===== config.mk =====
export PLATFORM = sky130hd
export DESIGN_NAME = icy_metadata_demux_top
export DESIGN_NICKNAME = d
export VERILOG_FILES = /design/src/hdl/icy_pkg.sv /design/src/hdl/icy_parse.sv /design/src/hdl/icy_metadata_demux_top.sv
export SDC_FILE = /design/constraint.sdc
export NUM_CORES = 1
export LEC_CHECK = 0
export BUFFER_PORTS_ARGS = -buffer_cell sky130_fd_sc_hd__buf_2
export CAP_MARGIN = 10
export CORE_ASPECT_RATIO = 0.5
export CORE_MARGIN = 5
export CORE_UTILIZATION = 60
export DETAILED_ROUTE_END_ITERATION = 10
export GPL_TIMING_DRIVEN = 0
export PLACE_DENSITY = 0.82
export SLEW_MARGIN = 20
export SYNTH_ARGS = -nofsm -noshare
export SYNTH_HDL_FRONTEND = slang
export SYNTH_SLANG_ARGS = --single-unit

===== constraint.sdc =====
create_clock -name clk -period 7.8 [get_ports clk]
set_clock_uncertainty 0.15 [all_clocks]
set_input_delay 0.78 -clock clk [delete_from_list [all_inputs] [get_ports clk]]
set_output_delay 0.78 -clock clk [all_outputs]
set_load 0.01 [all_outputs]

===== src/hdl/icy_pkg.sv =====
// icy_pkg: shared types, codes and the key text for the ICY metadata demux.
// No dependencies; used by icy_parse, icy_metadata_demux_top and icy_checker.

package icy_pkg;

	localparam int unsigned IntervalWidth = 24;
	localparam int unsigned RemainWidth   = 12;
	localparam int unsigned MatchWidth    = 4;
	localparam int unsigned KeyLen        = 13;

	typedef logic [IntervalWidth-1:0] interval_t;

	// Stream phase
	typedef enum logic [1:0] {
		PH_AUDIO  = 2'd0,
		PH_LENGTH = 2'd1,
		PH_META   = 2'd2
	} phase_t;

	// Title scanner phase
	typedef enum logic [1:0] {
		TP_SEARCH = 2'd0,
		TP_EMIT   = 2'd1,
		TP_DONE   = 2'd2
	} title_phase_t;

	// Result kind codes as seen on out_kind
	typedef enum logic [1:0] {
		K_AUDIO = 2'd0,
		K_TITLE = 2'd1,
		K_MARK  = 2'd2
	} kind_t;

	localparam logic [7:0] ChNul   = 8'h00;
	localparam logic [7:0] ChQuote = 8'h27;
	localparam logic [7:0] ChSemi  = 8'h3b;
	localparam logic [7:0] ChS     = 8'h53;

	// Demux state without the title character count (its width follows TITLE_MAX)
	typedef struct packed {
		interval_t             audio_countdown;
		phase_t                phase;
		logic [RemainWidth-1:0] meta_remaining;
		logic [MatchWidth-1:0] match_index;
		title_phase_t          title_phase;
		logic                  quote_pending;
	} state_t;

	typedef struct packed {
		kind_t      kind;
		logic [7:0] data;
	} result_t;

	// Up to three results caused by one stream byte, entry 0 first
	typedef struct packed {
		result_t [2:0] res;
		logic [1:0]    count;
	} step_out_t;

	// Characters of StreamTitle='
	function automatic logic [7:0] key_char(input logic [MatchWidth-1:0] idx);
		logic [7:0] c;
		case (idx)
			4'd0:    c = 8'h53; // S
			4'd1:    c = 8'h74; // t
			4'd2:    c = 8'h72; // r
			4'd3:    c = 8'h65; // e
			4'd4:    c = 8'h61; // a
			4'd5:    c = 8'h6d; // m
			4'd6:    c = 8'h54; // T
			4'd7:    c = 8'h69; // i
			4'd8:    c = 8'h74; // t
			4'd9:    c = 8'h6c; // l
			4'd10:   c = 8'h65; // e
			4'd11:   c = 8'h3d; // =
			4'd12:   c = 8'h27; // '
			default: c = 8'h00;
		endcase
		return c;
	endfunction

endpackage


===== src/hdl/icy_parse.sv =====
// icy_parse: next-state and result logic for one stream byte.
// Depends on icy_pkg. Purely combinational; registers live in the top level.

module icy_parse #(
	parameter int unsigned TITLE_MAX = 128,
	parameter int unsigned CW        = 7
) (
	input  icy_pkg::interval_t  interval,
	input  icy_pkg::state_t     st,
	input  logic [CW-1:0]       tcount,
	input  logic [7:0]          in_byte,
	output icy_pkg::state_t     st_next,
	output logic [CW-1:0]       tcount_next,
	output icy_pkg::step_out_t  step
);

	localparam logic [CW-1:0] TitleLimit = CW'(TITLE_MAX - 1);
	localparam logic [icy_pkg::MatchWidth-1:0] KeyLenM = icy_pkg::MatchWidth'(icy_pkg::KeyLen);

	typedef struct packed {
		icy_pkg::state_t    st;
		logic [CW-1:0]      tc;
		icy_pkg::step_out_t so;
	} work_t;

	function automatic work_t f_push(input work_t w, input icy_pkg::kind_t k,
			input logic [7:0] d);
		work_t r;
		r = w;
		if (r.so.count != 2'd3) begin
			r.so.res[r.so.count].kind = k;
			r.so.res[r.so.count].data = d;
			r.so.count = r.so.count + 2'd1;
		end
		return r;
	endfunction

	function automatic work_t f_finish(input work_t w);
		work_t r;
		r = f_push(w, icy_pkg::K_MARK, icy_pkg::ChNul);
		r.st.title_phase   = icy_pkg::TP_DONE;
		r.st.quote_pending = 1'b0;
		return r;
	endfunction

	function automatic work_t f_put(input work_t w, input logic [7:0] c);
		work_t r;
		r = f_push(w, icy_pkg::K_TITLE, c);
		r.tc = r.tc + CW'(1);
		if (r.tc >= TitleLimit)
			r = f_finish(r);
		return r;
	endfunction

	// Length byte: zero restarts the audio run, otherwise open a block of L*16 bytes
	function automatic work_t f_length(input work_t w, input logic [7:0] b,
			input icy_pkg::interval_t iv);
		work_t r;
		r = w;
		if (b == icy_pkg::ChNul) begin
			r.st.audio_countdown = iv;
			r.st.phase           = icy_pkg::PH_AUDIO;
		end else begin
			r.st.meta_remaining = {b, 4'b0000};
			r.st.match_index    = '0;
			r.st.title_phase    = icy_pkg::TP_SEARCH;
			r.st.quote_pending  = 1'b0;
			r.tc                = '0;
			r.st.phase          = icy_pkg::PH_META;
		end
		return r;
	endfunction

	function automatic work_t f_audio(input work_t w, input logic [7:0] b);
		work_t r;
		r = f_push(w, icy_pkg::K_AUDIO, b);
		r.st.audio_countdown = r.st.audio_countdown - icy_pkg::IntervalWidth'(1);
		r.st.phase = (r.st.audio_countdown == '0) ? icy_pkg::PH_LENGTH : icy_pkg::PH_AUDIO;
		return r;
	endfunction

	work_t                             w;
	logic [icy_pkg::MatchWidth-1:0]    m;
	logic                              halt;

	always_comb begin
		w.st       = st;
		w.tc       = tcount;
		w.so.res   = '0;
		w.so.count = 2'd0;
		m          = '0;
		halt       = 1'b0;

		if (interval == '0) begin
			w = f_push(w, icy_pkg::K_AUDIO, in_byte);
		end else begin
			case (st.phase)
				icy_pkg::PH_META: begin
					if (st.title_phase == icy_pkg::TP_SEARCH) begin
						m = st.match_index;
						if (m >= KeyLenM)
							m = '0;
						if (in_byte == icy_pkg::ChNul) begin
							w.st.title_phase = icy_pkg::TP_DONE;
						end else if (in_byte == icy_pkg::key_char(m)) begin
							m = m + icy_pkg::MatchWidth'(1);
							w.st.match_index = m;
							if (m == KeyLenM) begin
								w.st.title_phase   = icy_pkg::TP_EMIT;
								w.tc               = '0;
								w.st.quote_pending = 1'b0;
							end
						end else begin
							w.st.match_index = (in_byte == icy_pkg::ChS) ? 4'd1 : 4'd0;
						end
					end else if (st.title_phase == icy_pkg::TP_EMIT) begin
						// a held quote closes the title on ';', else it is a character
						if (st.quote_pending) begin
							w.st.quote_pending = 1'b0;
							if (in_byte == icy_pkg::ChSemi) begin
								w    = f_finish(w);
								halt = 1'b1;
							end else begin
								w = f_put(w, icy_pkg::ChQuote);
								if (w.st.title_phase != icy_pkg::TP_EMIT)
									halt = 1'b1;
							end
						end
						if (!halt) begin
							if (in_byte == icy_pkg::ChNul)
								w = f_finish(w);
							else if (in_byte == icy_pkg::ChQuote)
								w.st.quote_pending = 1'b1;
							else
								w = f_put(w, in_byte);
						end
					end
					w.st.meta_remaining = w.st.meta_remaining - icy_pkg::RemainWidth'(1);
					if (w.st.meta_remaining == '0) begin
						// block end: flush a held quote, then close an open title
						if (w.st.title_phase == icy_pkg::TP_EMIT) begin
							if (w.st.quote_pending) begin
								w.st.quote_pending = 1'b0;
								w = f_put(w, icy_pkg::ChQuote);
							end
							if (w.st.title_phase == icy_pkg::TP_EMIT)
								w = f_finish(w);
						end
						w.st.audio_countdown = interval;
						w.st.phase           = icy_pkg::PH_AUDIO;
					end
				end
				icy_pkg::PH_LENGTH: begin
					w = f_length(w, in_byte, interval);
				end
				default: begin
					if (st.audio_countdown == '0)
						w = f_length(w, in_byte, interval);
					else
						w = f_audio(w, in_byte);
				end
			endcase
		end
	end

	assign st_next     = w.st;
	assign tcount_next = w.tc;
	assign step        = w.so;

endmodule


===== src/hdl/icy_metadata_demux_top.sv =====
// icy_metadata_demux_top: ICY interleaved stream demux, top level.
// Depends on icy_pkg and icy_parse.

// One stream byte is taken per transfer on the input channel and split into audio
// bytes, title characters and a title-complete marker on the output channel. With
// meta_interval at zero every byte passes through as audio. Otherwise meta_interval
// audio bytes pass, a length byte L follows and then L*16 metadata bytes, in which
// the text after StreamTitle=' is emitted up to ';, a NUL, the block end or
// TITLE_MAX-1 characters, closed by a marker. Each byte is decoded in the cycle it
// is accepted and its zero to three results land in a three-entry result register
// that drains one result per output transfer. After an input byte giving at most one
// result the next byte can be taken in the next cycle unless the output stalls; a byte
// giving more results stalls the input while the single output port drains the
// result register. The next byte is taken in the same cycle as the last result of
// the previous one leaves. Bytes giving no result (length and most metadata bytes)
// never stall the input. Write meta_interval only while no results are pending; a
// write reloads the audio countdown and clears the title scanner.

module icy_metadata_demux_top #(
	parameter int unsigned TITLE_MAX = 128
) (
	input  logic        clk,
	input  logic        arst_n,
	// configuration
	input  logic        cfg_wr_en,
	input  logic [23:0] cfg_wr_data,
	// stream byte channel
	input  logic        in_valid,
	output logic        in_stall,
	input  logic [7:0]  in_byte,
	// result channel
	output logic        out_valid,
	input  logic        out_stall,
	output logic [1:0]  out_kind,
	output logic [7:0]  out_byte,
	output logic        last_of_run
);

	localparam int unsigned CW = $clog2(TITLE_MAX);

	icy_pkg::interval_t interval_q;
	icy_pkg::state_t    state_q;
	logic [CW-1:0]      tcount_q;

	icy_pkg::state_t    state_next;
	logic [CW-1:0]      tcount_next;
	icy_pkg::step_out_t step;

	icy_pkg::result_t [2:0] res_s1;
	logic [1:0]             cnt_q;

	logic in_xfer;
	logic out_xfer;

	// Take a byte when the result register is empty or its last result leaves now
	assign in_stall = (cnt_q > 2'd1) || ((cnt_q == 2'd1) && out_stall);
	assign in_xfer  = in_valid && !in_stall;

	assign out_valid   = (cnt_q != 2'd0);
	assign out_xfer    = out_valid && !out_stall;
	assign out_kind    = res_s1[0].kind;
	assign out_byte    = res_s1[0].data;
	assign last_of_run = (cnt_q == 2'd1);

	icy_parse #(
		.TITLE_MAX (TITLE_MAX),
		.CW        (CW)
	) u_parse (
		.interval    (interval_q),
		.st          (state_q),
		.tcount      (tcount_q),
		.in_byte     (in_byte),
		.st_next     (state_next),
		.tcount_next (tcount_next),
		.step        (step)
	);

	// Demux state: a configuration write reloads the countdown and clears the scanner
	always_ff @(posedge clk or negedge arst_n) begin
		if (!arst_n) begin
			interval_q                    <= '0;
			state_q.audio_countdown       <= '0;
			state_q.phase                 <= icy_pkg::PH_AUDIO;
			state_q.meta_remaining        <= '0;
			state_q.match_index           <= '0;
			state_q.title_phase           <= icy_pkg::TP_SEARCH;
			state_q.quote_pending         <= 1'b0;
			tcount_q                      <= '0;
		end else if (cfg_wr_en) begin
			interval_q                    <= cfg_wr_data;
			state_q.audio_countdown       <= cfg_wr_data;
			state_q.phase                 <= icy_pkg::PH_AUDIO;
			state_q.meta_remaining        <= '0;
			state_q.match_index           <= '0;
			state_q.title_phase           <= icy_pkg::TP_SEARCH;
			state_q.quote_pending         <= 1'b0;
			tcount_q                      <= '0;
		end else if (in_xfer) begin
			state_q  <= state_next;
			tcount_q <= tcount_next;
		end
	end

	// Result count: load on a new byte, count down on each output transfer
	always_ff @(posedge clk or negedge arst_n) begin
		if (!arst_n) begin
			cnt_q <= 2'd0;
		end else if (in_xfer) begin
			cnt_q <= step.count;
		end else if (out_xfer) begin
			cnt_q <= cnt_q - 2'd1;
		end
	end

	// Result register: entry 0 is on the port; advance the rest on a transfer
	always_ff @(posedge clk) begin
		if (in_xfer) begin
			res_s1 <= step.res;
		end else if (out_xfer) begin
			res_s1[0] <= res_s1[1];
			res_s1[1] <= res_s1[2];
		end
	end

endmodule


==> results.py, run 1 <==
metrics = {
    "clock_network": {
        "cts_made_buffers": 9,
        "cts_hold_buf": 0,
        "post_cts_resized": 0,
        "root_buffer": "clkbuf_16",
        "h-tree-depth": 3,
        "post_cts_buffers": 0,
        "clk_latency_ns": 0.35,
        "cts_buffer_depth": 2,
        "clk_pin_slew_worst_paths_ns": 0.07,
        "cts.sinks": 108,
        "cts_tree": "built",
    },
    "yosys": {
        "synth_area_per_cell_sq_um": 8.33,
        "yosysSeqAreaShare": 0.345,
        "yosys.area.top_type": "dfrtp_1",
        "synth_edf_count": 30,
        "synth_cell_types": 87,
        "synth_top_area_share": 0.236,
        "yosys-top-cells-count": "nand2_1, o21ai_0, dfrtp_1, a21oi_1, clkbuf_1",
        "synth_area_sq_um": 8260,
        "async_flop_share": 0.722,
        "yosys_most_used_dff": "dfrtp_1",
        "synth.area.top_cells": "dfrtp_1, edfxtp_1, nand2_1, o21ai_0, a21oi_1",
        "synth-seq-cells": 108,
        "ys_warn_count": 0,
        "synthCells": 991,
        "yosysMostFrequentCell": "nand2_1",
    },
    "place": {
        "dpl.hpwl_mm": 18.2,
        "dpl-instance-area_sq_um": 8780,
        "dp_cells": 1222,
        "place_ws_ns": 3.10,
        "port_buffers": 45,
        "gp_congestion": 0.979,
    },
    "power": {
        "ir_drop_mv": 0.126,
        "power_frac_comb": 0.272,
        "switchingPower_uw": 563,
        "power_density_nw_per_um2": 190,
        "intPower_mw": 1.16,
        "swShare": 0.327,
        "finalPower_mw": 1.72,
        "power.share.clock": 0.275,
        "pwr-share-seq": 0.453,
        "power_leakage_nw": 3.48,
    },
    "detailed_routing": {
        "drt-initial-drc-count": 1113,
        "drc": 0,
        "first_pass_iters": 7,
        "wirelength_mm": 25.4,
        "avgRoutedWirePerCell_um": 20.5,
        "vias": 8450,
        "vias_per_cell": 6.83,
        "postRouteAntennaNets": 0,
    },
    "job": {
        "maxCapViolations": 0,
    },
    "global_route": {
        "grt_first_pass_wirelength_mm": 40.9,
        "use_met2": 0.480,
        "grt_pass1_vias": 7856,
        "grt_busiest_layer": "met2",
        "grt_max_degree": 48,
        "grt-ovfl-total": 0,
        "use_met1": 0.430,
        "grt_util_met3": 0.0673,
        "grt_usage": 0.310,
        "antenna_found_initial": 0,
    },
    "timing": {
        "slew_viol_final": 0,
        "hold_viol_final": 0,
        "worst_pin_slew_ns": 0.815,
        "setup_tns_ns": 0,
        "rsz0062_at_grt": "no",
        "setup_violations": 0,
        "slew-limit-headroom": 0.455,
        "min_period_over_period": 0.579,
        "setup_slack_ns": 3.29,
        "fmaxAchievable_ghz": 0.222,
        "fin_crit_ns": 4.51,
        "timing.hold.ws_ns": 0.212,
    },
    "final_layout": {
        "fin_util": 0.672,
        "drive_gt1_frac": 0.126,
        "synthToLayoutAreaGrowth_pct": 9.94,
        "nNetsFinal": 1111,
        "fin_cells": 1238,
        "diodes": 0,
        "finalInstanceArea_sq_um": 9080,
    },
    "die": {
        "die_area_sq_um": 16400,
        "core_sq_um": 13500,
        "start_util": 0.611,
        "rows": 30,
        "io_pins": 50,
        "die_x_um": 176,
        "chipHeight_um": 93.0,
    },
    "critical_path": {
        "start_kind": "primary input",
        "cp.arrival_ns": 4.61,
        "endpoint_kind": "flip-flop",
        "critPathMaxFanout": 10,
        "path_class": "primary input to flip-flop",
        "worst_ep_required_time_ns": 7.90,
    },
    "hold_path": {
        "min_path_type": "primary input to asynchronous set/reset pin",
    },
    "status": {
        "status": "finished, final reports clean",
    },
}
[path summary, 6_finish.rpt]
check | startpoint | to | slack, ns | cells after the start
min reg2reg | state_q[17] | state_q[17] | 0.36 | 2
min in group clk | state_q[17] | state_q[17] | 0.36 | 2
max reg2reg | state_q[5] | tcount_q[1] | 3.47 | 18
min | arst_n | state_q[36] | 0.21 | 1
max | in_byte[2] | tcount_q[1] | 3.29 | 14
max in group asynchronous | arst_n | state_q[4] | 6.69 | 2
[area by class of cell]
cell class,count,area (sq um)
Buffer,85,393
Sequential cell,108,2850
Tap cell,176,220
Clock buffer,12,238
Multi-Input combinational cell,778,4940
Timing Repair Buffer,47,270
Fill cell,1144,4430
Clock inverter,4,58.8
Inverter,28,105
[per-layer routing]
layer	vias to the layer above	wire length, um
met1	3961	10700
li1	3845	-
met3	93	2900
met4	0	862
met5	-	0
met2	551	10900
[state kept, by name, summed over array words and instances (netlist names)]
| name | count |
|---|---|
| res_s1 | 20 |
| cnt_q | 2 |
| interval_q | 24 |
| out_byte | 8 |
| state_q | 45 |
| tcount_q | 7 |
| out_kind | 2 |
[critical path, stage by stage]
cell and delay [ns]:
buf_2 0.11, buf_2 0.19, or4_1 0.60, a21oi_1 0.50, nor2_1 0.29, a221oi_1 0.45, mux2i_1 0.24, a21o_1 0.19
inv_1 0.06, ha_1 0.27, or4b_1 0.44, o211ai_1 0.15, a221oi_1 0.16, a21o_1 0.17
[cells in the final DEF, fill, tap and decap left out, types with 12 or more instances in the layout]
cell type  netlist  layout
nand2_1        126     126
o21ai_0         88      87
dfrtp_1         78      78
a21oi_1         73      73
clkbuf_1        57      59
buf_2           11      55
nor2_1          54      54
edfxtp_1        30      30
inv_1           27      27
mux2_2          25      25
xnor2_1         24      24
nor3_1          20      20
a31oi_1         19      19
a221oi_1        18      18
nor4_1          17      17
ha_1            17      17
a211oi_1        16      16
buf_4           14      15
a22oi_1         14      14
nand4_1         13      13
a21o_1          13      13
o21ai_1         12      12
nand3_1         12      12
or3_1           12      12
a32oi_1         12      12
[cell families after synthesis]
kind of cell    share of synthesized area
compound gates                      0.292
xor+xnor                           0.0329
fa+ha+maj                          0.0258
buf+inv                            0.0603
flops                               0.345
mux                                0.0402
other cells                      0.000454
simple gates                        0.203
[power by group through the flow]
stage	Combinational [mW]	Sequential (mW)	Clock, mW
floorplan	0.331	0.769	0
global placement	0.444	0.786	0
detailed placement	0.464	0.788	0
CTS	0.466	0.777	0.476
global route	0.520	0.794	0.501
finish	0.469	0.781	0.473
(Power assumes the default switching activity.)
==> run 2, diff against run 1 <==
- CORE_UTILIZATION: 60 -> 56
- PLACE_DENSITY: 0.82 -> 0.8
- clock period: 7.8 -> 4.1 ns (I/O delays scaled with it)
==> run 2 against run 1 <==
Sequential cell count stayed put. Global-route usage down 2.1 points. Via count grew 1.9%. Sequential power grew 91%. Final area up 3.0%. Non-clock buffer count up 15. Critical path depth up 1. Core utilization fell by 2.6 points. Combinational power up 92%. Final cell count is 3.0% higher. Setup slack worse by 3.2 ns.
==> results.py, run 2 (synthesized netlist as in run 1, its figures left out) <==
metrics = {
    "status": {
        "status": "finished, final reports clean",
    },
    "timing": {
        "setup_slack_ns": 0.0521,
        "fmaxAchievable_ghz": 0.247,
        "slew-limit-headroom": 0.455,
        "slew_viol_final": 0,
        "hold_viol_final": 0,
        "setup_tns_ns": 0,
        "worst_pin_slew_ns": 0.812,
        "setup_violations": 0,
        "min_period_over_period": 0.987,
        "fin_crit_ns": 4.05,
    },
    "global_route": {
        "grt_first_pass_wirelength_mm": 40.9,
        "grt_max_degree": 49,
        "antenna_found_initial": 0,
        "grt_pass1_vias": 7861,
        "grt_busiest_layer": "met2",
        "grt-ovfl-total": 0,
        "grt_usage": 0.289,
        "use_met2": 0.467,
        "grt_util_met3": 0.0664,
        "use_met1": 0.397,
    },
    "detailed_routing": {
        "drc": 0,
        "first_pass_iters": 6,
        "drt-initial-drc-count": 1097,
        "vias_per_cell": 6.75,
        "vias": 8611,
        "avgRoutedWirePerCell_um": 20.3,
        "wirelength_mm": 25.8,
        "postRouteAntennaNets": 0,
    },
    "clock_network": {
        "cts.sinks": 108,
        "h-tree-depth": 3,
        "clk_pin_slew_worst_paths_ns": 0.08,
        "cts_made_buffers": 9,
        "cts_tree": "built",
        "cts_buffer_depth": 2,
        "clk_latency_ns": 0.36,
        "root_buffer": "clkbuf_16",
    },
    "critical_path": {
        "critPathMaxFanout": 5,
        "worst_ep_required_time_ns": 4.19,
        "crit_path_cell_trace": "buf_6, buf_4, o21ai_1, nand2_1, ha_4, nand2_2, or4b_1, or4_1, o21bai_2, nand2_2, a31o_4, or4b_4, o211ai_1, a221oi_1, a21o_1",
        "max_stage_delay_ns": 0.51,
        "start_kind": "flip-flop",
        "worst_path_max_delay_cell": "or4b_4",
        "path_class": "flip-flop to flip-flop",
        "cp.arrival_ns": 4.14,
        "endpoint_kind": "flip-flop",
        "path_common_cell": "nand2_2",
    },
    "die": {
        "die_x_um": 182,
        "start_util": 0.571,
        "chipHeight_um": 95.9,
        "rows": 31,
        "io_pins": 50,
        "core_sq_um": 14500,
        "die_area_sq_um": 17400,
    },
    "place": {
        "port_buffers": 45,
        "place_ws_ns": -0.170,
        "dpl.hpwl_mm": 18.2,
        "dp_cells": 1244,
        "gp_congestion": 0.967,
    },
    "final_layout": {
        "layout_common_cells": "nand2_1, o21ai_0, dfrtp_1",
        "synthToLayoutAreaGrowth_pct": 13.2,
        "drive_gt1_frac": 0.158,
        "top_register": "state_q",
        "layout_commonest_cell": "nand2_1",
        "largest_registers": "state_q (45), interval_q (24), res_s1 (20)",
        "diodes": 0,
        "fin_cells": 1275,
        "nNetsFinal": 1126,
        "fillCellCount": 1251,
        "largest_register_ffs": 45,
    },
    "power": {
        "ir_drop_mv": 0.208,
        "power_density_nw_per_um2": 350,
        "power_leakage_nw": 3.59,
    },
    "job": {
        "maxCapViolations": 0,
    },
    "hold_path": {
        "min_path_type": "primary input to flip-flop",
    },
}
-- run 2: critical path, delay by kind of cell (launching register included) --
family	cells	cell delay, ns
AO/OA/AOI/OAI	6	0.98
flip-flops	1	0.43
buffers and inverters	2	0.30
adder cells (fa/ha/maj)	1	0.29
AND/OR/NAND/NOR	6	1.80
-- run 2: cell type report --
class / instances / area, sq um / area share
Multi-Input combinational cell: 778 / 5050 / 0.540
Sequential cell: 108 / 2850 / 0.305
Timing Repair Buffer: 64 / 404 / 0.0432
Buffer: 83 / 397 / 0.0424
Tap cell: 198 / 248 / 0.0265
Clock buffer: 11 / 243 / 0.0260
Inverter: 28 / 105 / 0.0112
Clock inverter: 5 / 46.3 / 0.00495
-- run 2: what timing repair did --
action	4_1_cts	5_1_grt
hold buffers	1	0
pin swaps	1	13
gates resized for setup	4	27
setup endpoints to repair	15	33
endpoints found under the hold margin	30	0
buffers inserted	2	14
-- run 2: report_power, final --
group | switching [mW] | internal [mW]
sequential | 0.144 | 1.34
clock | 0.441 | 0.441
combinational | 0.518 | 0.382
total | 1.10 | 2.17
-- run 2: stage by stage --
| stage | utilization | power, mW | hold WS [ns] | instance area [sq um] |
|---|---|---|---|---|
| 3_5_place_dp | 0.609 | 2.39 | 0.223 | 8810 |
| 2_1_floorplan | - | 2.09 | -0.0356 | 8290 |
| 4_1_cts | 0.632 | 3.26 | 0.141 | 9140 |
| 5_1_grt | 0.646 | 3.43 | 0.148 | 9350 |
| 6_report | 0.646 | 3.27 | 0.147 | 9350 |
| 3_3_place_gp | 0.606 | 2.34 | 0.347 | 8760 |
-- run 2: path summary, 6_finish.rpt --
check,startpoint,to,slack (ns),depth (start not counted)
worst max-delay path,state_q[6],tcount_q[1],0.05,15
worst min-delay path,cfg_wr_data[20],interval_q[20],0.15,2
worst max register to register,state_q[6],tcount_q[1],0.05,15
worst min register to register,state_q[17],state_q[17],0.37,2
max in group asynchronous,arst_n,state_q[0],2.81,3
min in group asynchronous,arst_n,interval_q[17],0.38,2
-- run 2: metal layers --
layer	vias to the layer above	wire (um)	share of wire
li1	3875	-	-
met1	4148	11000	0.42
met2	530	11700	0.45
met3	58	2770	0.11
met4	0	456	0.018
met5	-	0	0
==> run 3, diff against run 2 <==
- CORE_UTILIZATION: 56 -> 60
- CTS_BUF_LIST: unset -> sky130_fd_sc_hd__clkbuf_4 sky130_fd_sc_hd__clkbuf_8
- PLACE_DENSITY: 0.8 -> 0.82
- clock period: 4.1 -> 4.72 ns (I/O delays scaled with it)
==> run 3 against run 2 <==
Core utilization grew 2.0 points. First-iteration DRC count is 2.6% lower. Clock power is 30% lower. Critical path depth rose by 3. Sequential cell count unchanged. Setup slack better by 0.28 ns. Non-clock buffer count shrank 14. Sequential share of layout area increased by 1.2 points. Sequential power decreased by 13%. Fmax decreased by 7.7%. Register-to-register slack better by 0.28 ns. Critical path type unchanged. Highest routed layer unchanged.
==> results.py, run 3 (synthesized netlist as in run 1, its figures left out) <==
metrics = {
    "detailed_routing": {
        "postRouteAntennaNets": 0,
        "first_pass_iters": 6,
        "drt-initial-drc-count": 1069,
        "drc": 0,
        "vias_per_cell": 6.84,
        "wirelength_mm": 25.7,
        "avgRoutedWirePerCell_um": 20.7,
        "vias": 8470,
    },
    "clock_network": {
        "post_cts_buffers": 0,
        "h-tree-depth": 3,
        "root_buffer": "clkbuf_8",
        "cts_tree": "built",
        "post_cts_resized": 0,
        "clk_latency_ns": 0.39,
        "cts_made_buffers": 9,
        "clk_pin_slew_worst_paths_ns": 0.11,
        "cts_buffer_depth": 2,
        "cts_hold_buf": 1,
        "cts.sinks": 108,
    },
    "place": {
        "port_buffers": 45,
        "place_ws_ns": 0.329,
        "gp_congestion": 0.979,
        "dpl.hpwl_mm": 18.2,
    },
    "timing": {
        "hold_viol_final": 0,
        "fmaxAchievable_ghz": 0.228,
        "fin_crit_ns": 4.39,
        "timing.hold.ws_ns": 0.167,
        "setup_slack_ns": 0.332,
        "rsz0062_at_grt": "no",
        "slew_viol_final": 0,
        "slew-limit-headroom": 0.426,
        "setup_violations": 0,
        "min_period_over_period": 0.930,
        "worst_pin_slew_ns": 0.859,
        "setup_tns_ns": 0,
    },
    "critical_path": {
        "crit_path_cell_trace": "buf_2, nand2_1, and2_1, ha_1, inv_1, ha_1, nor2b_1, and3b_1, o21bai_1, nor3_1, a31oi_1, a21o_1, inv_1, ha_1, or4b_1, o211ai_1, a221oi_1, a21o_1",
        "critPathMaxFanout": 10,
        "r2r-start": "state_q[5]",
        "path_class": "flip-flop to flip-flop",
        "worst-path-buf-inv": 3,
        "max_stage_delay_ns": 0.67,
        "worst_ep_required_time_ns": 4.87,
        "crit_start": "state_q[5]",
        "cpLargestDelayFamily": "compound AO/OA/AOI/OAI gates",
        "ff2ff_setup_slack_ns": 0.33,
        "timing.rr.end": "tcount_q[1]",
        "path_common_cell": "ha_1",
        "start_kind": "flip-flop",
        "worst_path_max_delay_cell": "a31oi_1",
        "endpoint_kind": "flip-flop",
        "cp.arrival_ns": 4.54,
        "r2r_cells": 18,
    },
    "power": {
        "ir_drop_mv": 0.198,
        "power_frac_comb": 0.290,
        "switchingPower_uw": 919,
        "power.share.clock": 0.230,
        "swShare": 0.342,
        "intPower_mw": 1.77,
        "pwr-share-seq": 0.480,
        "power_leakage_nw": 3.45,
        "power_density_nw_per_um2": 298,
    },
    "hold_path": {
        "min_path_cells": 2,
        "hold_path_end": "interval_q[21]",
        "min_from": "cfg_wr_data[21]",
        "min_path_type": "primary input to flip-flop",
    },
    "final_layout": {
        "layout_common_cells": "nand2_1, o21ai_0, dfrtp_1",
        "synthToLayoutAreaGrowth_pct": 8.95,
        "nNetsFinal": 1112,
        "fillCellCount": 1167,
        "drive_gt1_frac": 0.128,
        "largest_registers": "state_q (45), interval_q (24), res_s1 (20)",
        "fin_util": 0.666,
        "top_register": "state_q",
        "largest_register_ffs": 45,
        "diodes": 0,
        "layout_commonest_cell": "nand2_1",
    },
    "die": {
        "rows": 30,
        "io_pins": 50,
        "die_area_sq_um": 16400,
        "core_sq_um": 13500,
        "start_util": 0.611,
        "chipHeight_um": 93.0,
        "die_x_um": 176,
    },
    "status": {
        "status": "finished, final reports clean",
    },
    "global_route": {
        "grt-ovfl-total": 0,
        "grt_pass1_vias": 7860,
        "grt_util_met3": 0.0759,
        "antenna_found_initial": 0,
        "grt_usage": 0.312,
        "use_met2": 0.483,
        "grt_first_pass_wirelength_mm": 41.1,
        "grt_busiest_layer": "met2",
        "use_met1": 0.431,
        "grt_max_degree": 48,
    },
    "job": {
        "maxCapViolations": 0,
    },
}
[run 3: cell count changes in the layout (fill, tap and decap cells not counted), sizes merged]
cell and delta:
buf -16, bufinv +1, clkbuf +3, clkinv -1
inv -1
[run 3: power groups by stage]
stage               Sequential [mW]  Combinational, mW  Clock [mW]
finish                         1.29              0.779       0.616
global route                   1.31              0.861       0.656
CTS                            1.28              0.772       0.620
detailed placement             1.30              0.766           0
global placement               1.30              0.734           0
floorplan                      1.27              0.548           0
[run 3: worst max-delay path by stage]
stage	end	slack [ns]	cells past startpoint
5_1_grt	tcount_q[1]	0.02	18
3_5_place_dp	tcount_q[1]	0.33	14
2_1_floorplan	tcount_q[1]	1.01	16
6_report	tcount_q[1]	0.33	18
4_1_cts	tcount_q[1]	0.44	18
3_3_place_gp	tcount_q[1]	0.40	14
[run 3: area by class of cell]
cell class	instances	area, sq um	share of cell area
Inverter	28	105	0.0117
Clock buffer	12	146	0.0163
Tap cell	176	220	0.0245
Sequential cell	108	2850	0.317
Clock inverter	4	58.8	0.00654
Multi-Input combinational cell	778	4940	0.549
Timing Repair Buffer	48	280	0.0312
Buffer	85	393	0.0437
[run 3: metal layers]
metal,wire (um),vias to the layer above
met1,10800,4006
met2,11300,547
li1,-,3842
met3,2900,75
met4,713,0
met5,0,-
[run 3: worst reg2reg max path: stages (launching register included)]
cell and delay [ns]:
dfrtp_1 0.43, buf_2 0.25, nand2_1 0.12, and2_1 0.19, ha_1 0.24, inv_1 0.07
ha_1 0.14, nor2b_1 0.05, and3b_1 0.17, o21bai_1 0.19, nor3_1 0.08, a31oi_1 0.67
a21o_1 0.32, inv_1 0.06, ha_1 0.27, or4b_1 0.44, o211ai_1 0.15, a221oi_1 0.16
a21o_1 0.17
[run 3: stage by stage]
step                std cells  power [mW]  area (sq um)
finish                   1239        2.69          9000
global route             1239        2.83          9000
CTS                      1239        2.68          9000
detailed placement       1222        2.07          8780
global placement         1220        2.03          8730
floorplan                 999        1.82          8290
